$ cat src/design/brb_pkg.sv
// Shared types and codes for the circular byte buffer.
package brb_pkg;

  typedef enum logic [1:0] {
    OP_PUSH   = 2'd0,
    OP_READ   = 2'd1,
    OP_REMOVE = 2'd2
  } op_t;

  typedef enum logic [1:0] {
    ST_IDLE = 2'd0,
    ST_READ = 2'd1,
    ST_MOVE = 2'd2
  } state_t;

  typedef logic [8:0] fill_t;

  typedef struct packed {
    logic [1:0] operation;
    logic [7:0] byte_value;
    logic [7:0] position;
    logic [8:0] span;
  } in_word_t;

  typedef struct packed {
    logic       ok;
    logic [7:0] read_byte;
    fill_t      fill_level;
  } out_word_t;

endpackage

$ cat src/design/byte_ring_buffer_with_range_remove.sv
// Top level of the circular byte buffer with push, indexed read and range remove.
//
// The buffer holds up to CAPACITY bytes in logical order, counted from a head
// pointer, in one simple dual-port memory with a registered read. Each input
// word (push, read or remove) yields exactly one result word carrying ok, the
// byte read and the fill level after the operation. A push, a failed
// operation, a zero-span remove, a remove from the head and a remove that
// reaches the end each load their result in the cycle that accepts them, so
// with the result side always ready these run at one word per cycle. A
// successful read loads its result from the read state because of the
// registered memory read. A remove in the middle walks the tail through the
// memory in the move state, one byte per cycle with read and write overlapped.
// A new word is taken only when the block is idle and its result register is
// empty or being drained. The memory needs no clearing after reset; only
// pushed bytes are ever in range.
// fill_level reports the byte count modulo 512.
module byte_ring_buffer_with_range_remove #(
  parameter int CAPACITY = 256
) (
  input  logic                clk,
  input  logic                rst_n,
  input  logic                in_valid,
  output logic                in_ready,
  input  brb_pkg::in_word_t   in_data,
  output logic                out_valid,
  input  logic                out_ready,
  output brb_pkg::out_word_t  out_data
);

  // address, count and logical-index widths
  localparam int AW = (CAPACITY > 1) ? $clog2(CAPACITY) : 1;
  localparam int CW = $clog2(CAPACITY + 1);
  localparam int LW = (CW > 9) ? CW : 9;
  localparam logic [LW:0] CAP_L = (LW + 1)'(CAPACITY);

  typedef logic [LW-1:0] lidx_t;
  typedef logic [CW-1:0] cnt_t;

  // map a logical index to a physical address (index below CAPACITY)
  function automatic logic [AW-1:0] phys(input logic [AW-1:0] head, input lidx_t idx);
    logic [LW:0] sum;
    sum = {{(LW + 1 - AW){1'b0}}, head} + {1'b0, idx};
    if (sum >= CAP_L) begin
      sum = sum - CAP_L;
    end
    return sum[AW-1:0];
  endfunction

  brb_pkg::state_t    state_r, state_nxt;
  logic [AW-1:0]      head_r, head_nxt;
  cnt_t               count_r, count_nxt;
  lidx_t              src_r, src_nxt;
  lidx_t              dst_r, dst_nxt;
  lidx_t              span_r, span_nxt;
  logic               pend_r, pend_nxt;
  logic               out_valid_r, out_valid_nxt;
  brb_pkg::out_word_t out_data_r, out_data_nxt;

  logic               mem_we, mem_re;
  logic [AW-1:0]      mem_waddr, mem_raddr;
  logic [7:0]         mem_wdata, mem_rdata;

  logic               in_fire;
  lidx_t              pos_l, span_l, count_l;
  logic               rd_hit, rm_bad, rm_zero, rm_tail, rm_middle;
  logic               move_issue, move_done;

  brb_ram #(
    .DEPTH (CAPACITY),
    .AW    (AW)
  ) u_ram (
    .clk     (clk),
    .wr_en   (mem_we),
    .wr_addr (mem_waddr),
    .wr_data (mem_wdata),
    .rd_en   (mem_re),
    .rd_addr (mem_raddr),
    .rd_data (mem_rdata)
  );

  // take a word only when idle and the result slot is free or draining
  assign in_ready  = (state_r == brb_pkg::ST_IDLE) && (!out_valid_r || out_ready);
  assign in_fire   = in_valid && in_ready;
  assign out_valid = out_valid_r;
  assign out_data  = out_data_r;

  assign pos_l   = lidx_t'(in_data.position);
  assign span_l  = lidx_t'(in_data.span);
  assign count_l = lidx_t'(count_r);

  // classify the incoming word
  assign rd_hit    = (pos_l < count_l);
  assign rm_bad    = (pos_l >= count_l);
  assign rm_zero   = (span_l == '0);
  assign rm_tail   = (span_l >= (count_l - pos_l));
  assign rm_middle = !rm_bad && !rm_zero && (pos_l != '0) && !rm_tail;

  // tail walk: read the source byte ahead, write it back in the next cycle
  assign move_issue = (src_r < count_l);
  assign move_done  = !move_issue && !pend_r;

  // next state
  always_comb begin
    state_nxt = state_r;
    unique case (state_r)
      brb_pkg::ST_IDLE: begin
        if (in_fire) begin
          if ((in_data.operation == brb_pkg::OP_READ) && rd_hit) begin
            state_nxt = brb_pkg::ST_READ;
          end else if ((in_data.operation == brb_pkg::OP_REMOVE) && rm_middle) begin
            state_nxt = brb_pkg::ST_MOVE;
          end
        end
      end
      brb_pkg::ST_READ: begin
        state_nxt = brb_pkg::ST_IDLE;
      end
      brb_pkg::ST_MOVE: begin
        if (move_done) begin
          state_nxt = brb_pkg::ST_IDLE;
        end
      end
      default: begin
        state_nxt = brb_pkg::ST_IDLE;
      end
    endcase
  end

  // datapath, memory control and result
  always_comb begin
    logic               load;
    brb_pkg::out_word_t res;

    load          = 1'b0;
    res           = '0;
    head_nxt      = head_r;
    count_nxt     = count_r;
    src_nxt       = src_r;
    dst_nxt       = dst_r;
    span_nxt      = span_r;
    pend_nxt      = pend_r;
    out_valid_nxt = out_valid_r && !out_ready;
    out_data_nxt  = out_data_r;
    mem_we        = 1'b0;
    mem_waddr     = '0;
    mem_wdata     = '0;
    mem_re        = 1'b0;
    mem_raddr     = '0;

    unique case (state_r)
      brb_pkg::ST_IDLE: begin
        if (in_fire) begin
          unique case (in_data.operation)
            brb_pkg::OP_PUSH: begin
              if ({1'b0, count_l} < CAP_L) begin
                mem_we    = 1'b1;
                mem_waddr = phys(head_r, count_l);
                mem_wdata = in_data.byte_value;
                count_nxt = count_r + cnt_t'(1);
                res.ok    = 1'b1;
              end
              load = 1'b1;
            end
            brb_pkg::OP_READ: begin
              // a hit returns its result from the read state
              if (rd_hit) begin
                mem_re    = 1'b1;
                mem_raddr = phys(head_r, pos_l);
              end else begin
                load = 1'b1;
              end
            end
            brb_pkg::OP_REMOVE: begin
              if (rm_bad) begin
                load = 1'b1;
              end else if (rm_zero) begin
                res.ok = 1'b1;
                load   = 1'b1;
              end else if (pos_l == '0) begin
                if (span_l >= count_l) begin
                  head_nxt  = '0;
                  count_nxt = '0;
                end else begin
                  head_nxt  = phys(head_r, span_l);
                  count_nxt = cnt_t'(count_l - span_l);
                end
                res.ok = 1'b1;
                load   = 1'b1;
              end else if (rm_tail) begin
                count_nxt = cnt_t'(pos_l);
                res.ok    = 1'b1;
                load      = 1'b1;
              end else begin
                src_nxt  = pos_l + span_l;
                dst_nxt  = pos_l;
                span_nxt = span_l;
                pend_nxt = 1'b0;
              end
            end
            default: begin
              load = 1'b1;
            end
          endcase
          res.fill_level = brb_pkg::fill_t'(count_nxt);
        end
      end
      brb_pkg::ST_READ: begin
        res.ok         = 1'b1;
        res.read_byte  = mem_rdata;
        res.fill_level = brb_pkg::fill_t'(count_r);
        load           = 1'b1;
      end
      brb_pkg::ST_MOVE: begin
        if (move_issue) begin
          mem_re    = 1'b1;
          mem_raddr = phys(head_r, src_r);
          src_nxt   = src_r + lidx_t'(1);
        end
        if (pend_r) begin
          mem_we    = 1'b1;
          mem_waddr = phys(head_r, dst_r);
          mem_wdata = mem_rdata;
          dst_nxt   = dst_r + lidx_t'(1);
        end
        pend_nxt = move_issue;
        if (move_done) begin
          count_nxt      = cnt_t'(count_l - span_r);
          res.ok         = 1'b1;
          res.fill_level = brb_pkg::fill_t'(count_nxt);
          load           = 1'b1;
        end
      end
      default: begin
      end
    endcase

    if (load) begin
      out_valid_nxt = 1'b1;
      out_data_nxt  = res;
    end
  end

  // control state
  always_ff @(posedge clk) begin
    if (!rst_n) begin
      state_r     <= brb_pkg::ST_IDLE;
      head_r      <= '0;
      count_r     <= '0;
      pend_r      <= 1'b0;
      out_valid_r <= 1'b0;
    end else begin
      state_r     <= state_nxt;
      head_r      <= head_nxt;
      count_r     <= count_nxt;
      pend_r      <= pend_nxt;
      out_valid_r <= out_valid_nxt;
    end
  end

  // payload and walk indexes
  always_ff @(posedge clk) begin
    src_r      <= src_nxt;
    dst_r      <= dst_nxt;
    span_r     <= span_nxt;
    out_data_r <= out_data_nxt;
  end

`ifndef SYNTHESIS
  // the fill count never passes the capacity
  a_count_bound: assert property (@(posedge clk) disable iff (!rst_n)
    {1'b0, lidx_t'(count_r)} <= CAP_L)
    else $error("byte count above capacity");

  // the head stays a valid physical address
  a_head_bound: assert property (@(posedge clk) disable iff (!rst_n)
    {{(LW + 1 - AW){1'b0}}, head_r} < CAP_L)
    else $error("head pointer out of range");

  // while a word is in flight the result slot is empty
  a_slot_empty: assert property (@(posedge clk) disable iff (!rst_n)
    (state_r != brb_pkg::ST_IDLE) |-> !out_valid_r)
    else $error("result slot busy while a word is in flight");

  // the tail walk never reads the entry it is writing
  a_move_no_alias: assert property (@(posedge clk) disable iff (!rst_n)
    (state_r == brb_pkg::ST_MOVE && mem_we && mem_re) |-> (mem_waddr != mem_raddr))
    else $error("tail walk read and write collide");
`endif

endmodule

$ cat src/design/brb_ram.sv
// Simple dual-port byte memory with one write port and a registered read port.
module brb_ram #(
  parameter int DEPTH = 256,
  parameter int AW    = 8
) (
  input  logic          clk,
  input  logic          wr_en,
  input  logic [AW-1:0] wr_addr,
  input  logic [7:0]    wr_data,
  input  logic          rd_en,
  input  logic [AW-1:0] rd_addr,
  output logic [7:0]    rd_data
);

  logic [7:0] mem [DEPTH];
  logic [7:0] rd_data_r;

  always_ff @(posedge clk) begin
    if (wr_en) begin
      mem[wr_addr] <= wr_data;
    end
  end

  // hold the last word read until the next read
  always_ff @(posedge clk) begin
    if (rd_en) begin
      rd_data_r <= mem[rd_addr];
    end
  end

  assign rd_data = rd_data_r;

endmodule
$ cat config.mk
export PLATFORM = sky130hd
export DESIGN_NAME = byte_ring_buffer_with_range_remove
export DESIGN_NICKNAME = d
export VERILOG_FILES = /design/src/design/brb_pkg.sv /design/src/design/byte_ring_buffer_with_range_remove.sv /design/src/design/brb_ram.sv
export SDC_FILE = /design/constraint.sdc
export NUM_CORES = 2
export LEC_CHECK = 0
export BUFFER_PORTS_ARGS = -buffer_cell sky130_fd_sc_hd__buf_4
export CAP_MARGIN = 25
export CORE_UTILIZATION = 45
export DETAILED_ROUTE_END_ITERATION = 6
export GPL_ROUTABILITY_DRIVEN = 0
export PLACE_DENSITY = 0.63
export SETUP_SLACK_MARGIN = 0.3
export SYNTH_ARGS = -nofsm -noshare
export SYNTH_HDL_FRONTEND = slang
export SYNTH_SLANG_ARGS = --single-unit
$ cat constraint.sdc
create_clock -name clk -period 11.51 [get_ports clk]
set_input_delay 0.5755 -clock clk [delete_from_list [all_inputs] [get_ports clk]]
set_output_delay 0.5755 -clock clk [all_outputs]
set_load 0.02 [all_outputs]
* After elaboration in Yosys (flattened, before gate mapping)
Memory sizes are Yosys's and may differ from the RTL's. A register that Yosys moved wholly into a read port is not among the register bits. Cells that the tools add are included.
Storage, ports and cells: register bits after elaboration 66, memories 1, output and inout bits 20, RAM bits 2048, input bits 31, logic and storage cells 176
Memory list:
- u_ram.mem | words 256, width 8, read ports 1, clocked after memory_dff 1, wr ports 1, line brb_ram.sv:15 | logic [7:0] mem [DEPTH];
Operators by class: reductions and logical operators 30, equality and inequality tests 14, mux-type cells 88, magnitude comparators 11, $add $sub $neg 17, bitwise gates (word level) 4
Operator list (count):
- 9-bit 2-to-1 mux | 24
- 8-bit 2-to-1 mux | 18
- 9-bit one-hot mux with 2 select lines | 4
- 8-bit one-hot mux with 2 select lines | 3
- 8-bit by 9-bit adder with 10-bit output | 4
- 10-bit by 9-bit greater-or-equal comparator with 1-bit output, second input constant | 4
- 8-bit by 1-bit subtractor with 8-bit output, second input constant | 5
- 9-bit by 1-bit adder with 9-bit output, second input constant | 3
- 9-bit one-hot mux with 3 select lines | 1
- 1-bit 2-to-1 mux | 26
- 9-bit greater-or-equal comparator | 2
- 9-bit zero test | 2
- 9-bit subtractor | 2
- 2-bit inequality test, second input constant | 8
- 8-bit AND reduction | 2
- 7-bit AND reduction | 2
- 1-bit one-hot mux with 2 select lines | 5
- 8-bit by 8-bit adder with 9-bit output | 1
- 8-bit by 9-bit adder with 9-bit output | 1
- 8-bit by 9-bit greater-or-equal comparator with 1-bit output | 1
- 9-bit greater-or-equal comparator, second input constant | 1
- 1-bit logical AND | 9
- 8-bit by 9-bit < comparator with 1-bit output | 1
- 9-bit < comparator | 1
- other kinds (17) | 34

* Depth between registers and ports, before layout
word-level depth 10, mapped depth 20, gate-level depth less buffers 19

* Cells and area by module
From an unflattened synthesis, not the netlist that was laid out.
Unflattened totals: cells, all modules 4505, area total of the unflattened synthesis 86416.6 um2
Modules (own cells, without submodules):
- brb_ram | cells an instance 3733, area each 79636.4 um2, seq. area each 61739.2 um2, instances 1
- byte_ring_buffer_with_range_remove | cells an instance 772, area each 6780.3 um2, seq. area each 1741.7 um2, instances 1

* Worst setup path before layout
OpenSTA, ideal clock, no wires.
path type in2reg, start point input out_ready, end point memory u_ram.mem[0][0], data pin, slack 5.503 ns, cell stages on the path 7, arrival 5.143 ns, data required time 10.646 ns, setup time 0.864 ns, path buffers 2, cell sequence nand2b_1 -> and2_1 -> nand2_1 -> clkbuf_1 -> nor2_1 -> clkbuf_1 -> a22o_1
Between the ends: longest elaborated chain between the ends 5
RTL lines:
- start, declared | line byte_ring_buffer_with_range_remove.sv:26 | input logic out_ready,
- 1-bit logical OR | line byte_ring_buffer_with_range_remove.sv:82 | assign in_ready = (state_r == brb_pkg::ST_IDLE) && (!out_valid_r || out_ready);
- 1-bit logical AND | line byte_ring_buffer_with_range_remove.sv:82
- named net in_ready | line byte_ring_buffer_with_range_remove.sv:23 | output logic in_ready,
- 1-bit logical AND | line byte_ring_buffer_with_range_remove.sv:83 | assign in_fire = in_valid && in_ready;
- 8-bit 2-to-1 mux | line byte_ring_buffer_with_range_remove.sv:152 | if (in_fire) begin
- 8-bit one-hot mux with 2 select lines | line byte_ring_buffer_with_range_remove.sv:150 | unique case (state_r)
- named net mem_wdata[0] | line byte_ring_buffer_with_range_remove.sv:61 | logic [7:0] mem_wdata, mem_rdata;
- end, declared | line brb_ram.sv:15
The timed path passes the listed nets, and every way through them passes these cells.

* Final worst setup path
start point register count_r[1] (netlist: count_l[1]), end point register u_ram.rd_data_r[5] (netlist: u_ram.rd_data[5]), read port of u_ram.mem, data pin
Between the ends: longest elaborated chain between the ends 5, elaborated cells between the ends (all ways) 12, classes of those cells 2 x order compare; 10 x mux
RTL lines:
- start, declared | line byte_ring_buffer_with_range_remove.sv:51 | cnt_t count_r, count_nxt;
- start signal, assigned | line byte_ring_buffer_with_range_remove.sv:254 | count_r <= count_nxt;
- 8-bit by 9-bit < comparator with 1-bit output | line byte_ring_buffer_with_range_remove.sv:92 | assign rd_hit = (pos_l < count_l);
- 8-bit 2-to-1 mux / 1-bit 2-to-1 mux (equally long branches) | line byte_ring_buffer_with_range_remove.sv:166 | if (rd_hit) begin
- 8-bit 2-to-1 mux / 1-bit 2-to-1 mux (equally long branches) | line byte_ring_buffer_with_range_remove.sv:153 | unique case (in_data.operation)
- 8-bit 2-to-1 mux / 1-bit 2-to-1 mux (equally long branches) | line byte_ring_buffer_with_range_remove.sv:152
- 8-bit one-hot mux with 2 select lines / 1-bit one-hot mux with 2 select lines (equally long branches) | line byte_ring_buffer_with_range_remove.sv:150
- end, declared | line brb_ram.sv:16 | logic [7:0] rd_data_r;
Parallel ways exist; a longest one is shown, timed or not. A chain may end at the register's enable or synchronous reset.

==> results.sh <==
export IMPL_status="complete, no violations"
export IMPL_synth_edf_count=2100
export IMPL_fin_crit_sh_pct=58.2
export IMPL_max_stage_delay_ns=0.87
export IMPL_first_iter_violations=6659
export IMPL_synth_top_family_by_area="simple AND/OR/NAND/NOR gates"
export IMPL_htree_levels=4
export IMPL_area_growth_pct=11.2
export IMPL_antenna_found_initial=4
export IMPL_p_switching_mw=3.42
export IMPL_fillers=16000
export IMPL_grt_ovfl_total=0
export IMPL_cellInternalPower_mw=12.4
export IMPL_cts_buffers_inserted=208
export IMPL_start_util_pct=45.4
export IMPL_critical_path_startpoint_type="flip-flop"
export IMPL_cts_root_buffer="clkbuf_16"
export IMPL_clk_insertion_delay_late_ns=0.90
export IMPL_synth_xor_area_share_pct=0.689
export IMPL_postLayoutCellArea_sq_mm=0.0975
export IMPL_core_sq_mm=0.193
export IMPL_crit_type="reg2reg"
export IMPL_synth_seq_cells=2121
export IMPL_synth_cells=6195
export IMPL_pwr_share_clk_pct=43.1
export IMPL_final_seq_area_sq_mm=0.0635
export IMPL_synth_distinct_cells=78
export IMPL_syn_num_nets=6326
export IMPL_synth_area_mux_share_pct=4.36
export IMPL_async_flop_share_pct=0
export IMPL_crit_buf_inv=4
export IMPL_tightestPinTransition_ns=1.34
export IMPL_drc=0
export IMPL_fin_util_pct=50.5
export IMPL_power_density_mw_per_mm2=163
export IMPL_path_cells="inv_1 -> ha_1 -> nand2_1 -> o21ai_0 -> a311oi_2 -> nand3_2 -> and2_4 -> buf_4 -> buf_4 -> mux2i_1 -> a32oi_1 -> nand3_1 -> nor4_1 -> nor4_1 -> buf_4 -> a211oi_1"
export IMPL_vdd_drop_max_uv=141
export IMPL_grt_max_degree=221
export IMPL_ys_seq_area_share_pct=72.4
export IMPL_whs_ns=0.158
export IMPL_cp_arrival_ns=7.39
export IMPL_crit_fanout=69
export IMPL_viasPerCell=6.10
export IMPL_fmax_mhz=149
export IMPL_dieArea_sq_mm=0.197
export IMPL_synth_compound_area_share_pct=8.81
export IMPL_routed_wl_um=244000
export IMPL_synth_flop_cell="edfxtp_1"
export IMPL_syn_area_sq_mm=0.0877
export IMPL_drtAntennaViolNets=0
export IMPL_num_vias=54200
export IMPL_fin_nets=6312
export IMPL_critical_path_slowest_cell="nor4_1"
export IMPL_drt_pre_antenna_iters=6
export IMPL_crit_top_cell="buf_4"
export IMPL_grt_usage_pct=24.4
export IMPL_rows=161
export IMPL_cp_required_ns=12.21
export IMPL_fp_dieH_um=443
export IMPL_drive_gt1_share_pct=8.00
export IMPL_cts_sinks=2121
export IMPL_hold_violations=0
export IMPL_post_cts_resized=0
export IMPL_io_pins=51
export IMPL_final_min_clock_period_ns=6.69
export IMPL_cts_tree="built"
export IMPL_dpl_cell_area_sq_mm=0.0905
export IMPL_endpoint_kind="flip-flop"
export IMPL_dpl_hpwl_um=141000
export IMPL_p_leak_nw=34.8
export IMPL_multi_input_area_sq_mm=0.0223
export IMPL_cp_top_family="simple AND/OR/NAND/NOR gates"
export IMPL_die_x_um=443
export IMPL_synth_simple_area_share_pct=9.82
export IMPL_maxSlewHeadroom_pct=10.4
export IMPL_setup_tns_ns=0
export IMPL_yosys_area_share_adder_pct=1.50
export IMPL_seqPwrFrac_pct=53.4
export IMPL_hold_path_class="in2reg"
export IMPL_maxSlewViolCount=0
export IMPL_syn_area_per_cell_sq_um=14.2
export IMPL_clockBufferDepth=3
export IMPL_grt_pass1_wl_um=356000
export IMPL_finClkSkew_ns=0.0871
export IMPL_grt_setup_unrepaired="no"
export IMPL_cts_clk_slew_worst_paths_ns=0.06
export IMPL_post_drt_wl_per_cell_um=27.5
export IMPL_cts_hold_buffers=11
export IMPL_cts_setup_buffers=0
export IMPL_setup_violations=0
export IMPL_ys_warn_count=0
export IMPL_swShare_pct=21.6
export IMPL_comb_power_share_pct=3.5
export IMPL_grt_pass1_vias=51800
export IMPL_io_buffers=50
export IMPL_drv_cap=0
kinds of logic (layout without fill, tap and decap cells):
kind of cell | Yosys count | after routing
fa+ha+maj | 100 | 100
xor+xnor | 69 | 69
other cells | 0 | 4
compound gates | 1021 | 1021
buf+inv | 449 | 607
simple gates | 2053 | 2053
flops | 2121 | 2121
mux | 382 | 382
sequential cells by signal, summed over array words and instances, names as in the netlist:
| register | cells |
|---|---|
| state_r | 2 |
| u_ram.rd_data | 8 |
| count_l | 9 |
| src_r | 9 |
| out_valid | 1 |
| dst_r | 8 |
| u_ram.mem | 2048 |
| pend_r | 1 |
| out_data | 18 |
| head_r | 8 |
| span_r | 9 |
Yosys cell counts (all sizes together) (7+ instances only):
master	count	area share (%)
a31o	8	0.090
o21ai	184	1.1
a211oi	59	0.51
nand2b	15	0.11
and2	18	0.13
o21bai	18	0.15
nand3	216	1.2
nor3	19	0.12
clkbuf	184	0.79
buf	195	1.3
nor2	331	1.4
xor2	22	0.22
a21boi	9	0.077
nand2	1286	5.5
nand4	33	0.24
o22ai	23	0.16
nor4	17	0.12
or4	7	0.060
a22oi	39	0.34
a21o	21	0.18
fa	9	0.21
a21oi	96	0.55
a2111oi	9	0.090
a311oi	29	0.30
ha	91	1.3
and4	7	0.070
mux2i	382	4.4
inv	70	0.30
a41oi	28	0.28
o211ai	14	0.12
a22o	12	0.12
nor2b	8	0.057
and3	75	0.54
a222oi	10	0.11
xnor2	47	0.47
a32o	228	2.6
a31oi	94	0.67
edfxtp	2100	72
dfxtp	21	0.48
a32oi	103	1.0
cell type report:
type                    instances  area share, %
diodes                          4         0.0103
well taps                    2526           3.24
repair buffers                155           1.50
inverters                      70          0.269
clock inverters               139           1.54
flip-flops and latches       2121           65.1
multi-input cells            3625           22.9
clock buffers                 243           5.51
cells in the final DEF, fill, tap and decap left out, types with 31 or more instances in the layout:
cell,synthesis,final
clkinv_1,0,43
a21oi_1,96,96
nand3_1,215,214
a22oi_1,38,38
mux2i_1,382,382
clkbuf_16,0,208
nor2_1,327,315
xnor2_1,47,47
o21ai_0,171,171
ha_1,91,91
a211oi_1,59,59
buf_4,50,120
clkbuf_1,183,31
and3_1,75,75
a32oi_1,103,103
clkinv_2,0,43
a32o_1,228,228
a31oi_1,94,94
edfxtp_1,2100,2100
nand4_1,33,33
nand2_1,1286,1278
inv_1,70,70
final timing paths:
check / startpoint / endpoint / slack (ns) / cells after the start
setup / recovery: count_l[1] / u_ram.rd_data[5] / 4.82 / 16
setup reg to reg: count_l[1] / u_ram.rd_data[5] / 4.82 / 16
hold reg to reg: pend_r / pend_r / 0.53 / 2
hold / removal: in_data[9] / dst_r[0] / 0.16 / 3
power groups by stage:
stage | Sequential [mW] | Clock [mW] | Combinational, mW
after floorplan | 8.65 | 0 | 0.314
after global placement | 8.63 | 0 | 0.533
after detailed placement | 8.63 | 0 | 0.542
after CTS | 8.47 | 6.90 | 0.546
after global routing | 8.47 | 7.20 | 0.587
final | 8.47 | 6.84 | 0.553
layer usage:
| layer | global-route usage, % | wire [um] | vias to the layer above |
|---|---|---|---|
| met1 | 34.5 | 101000 | 27400 |
| met2 | 37.5 | 112000 | 2712 |
| met3 | 4.57 | 22000 | 407 |
| met5 | 0 | 13 | - |
| li1 | - | - | 23700 |
| met4 | 9.15 | 8560 | 2 |
through the flow:
stage	cells	setup WS (ns)	power, mW
2_1_floorplan	6195	5.50	8.97
3_3_place_gp	8477	4.38	9.17
3_5_place_dp	8486	4.84	9.18
4_1_cts	8879	4.90	15.9
5_1_grt	8880	4.61	16.3
6_report	8883	4.82	15.9
tightest hold or removal path, stage by stage:
cell and delay (ns):
buf_4 0.16, nand2_1 0.07, o21ai_0 0.10
(Power assumes the default switching activity.)
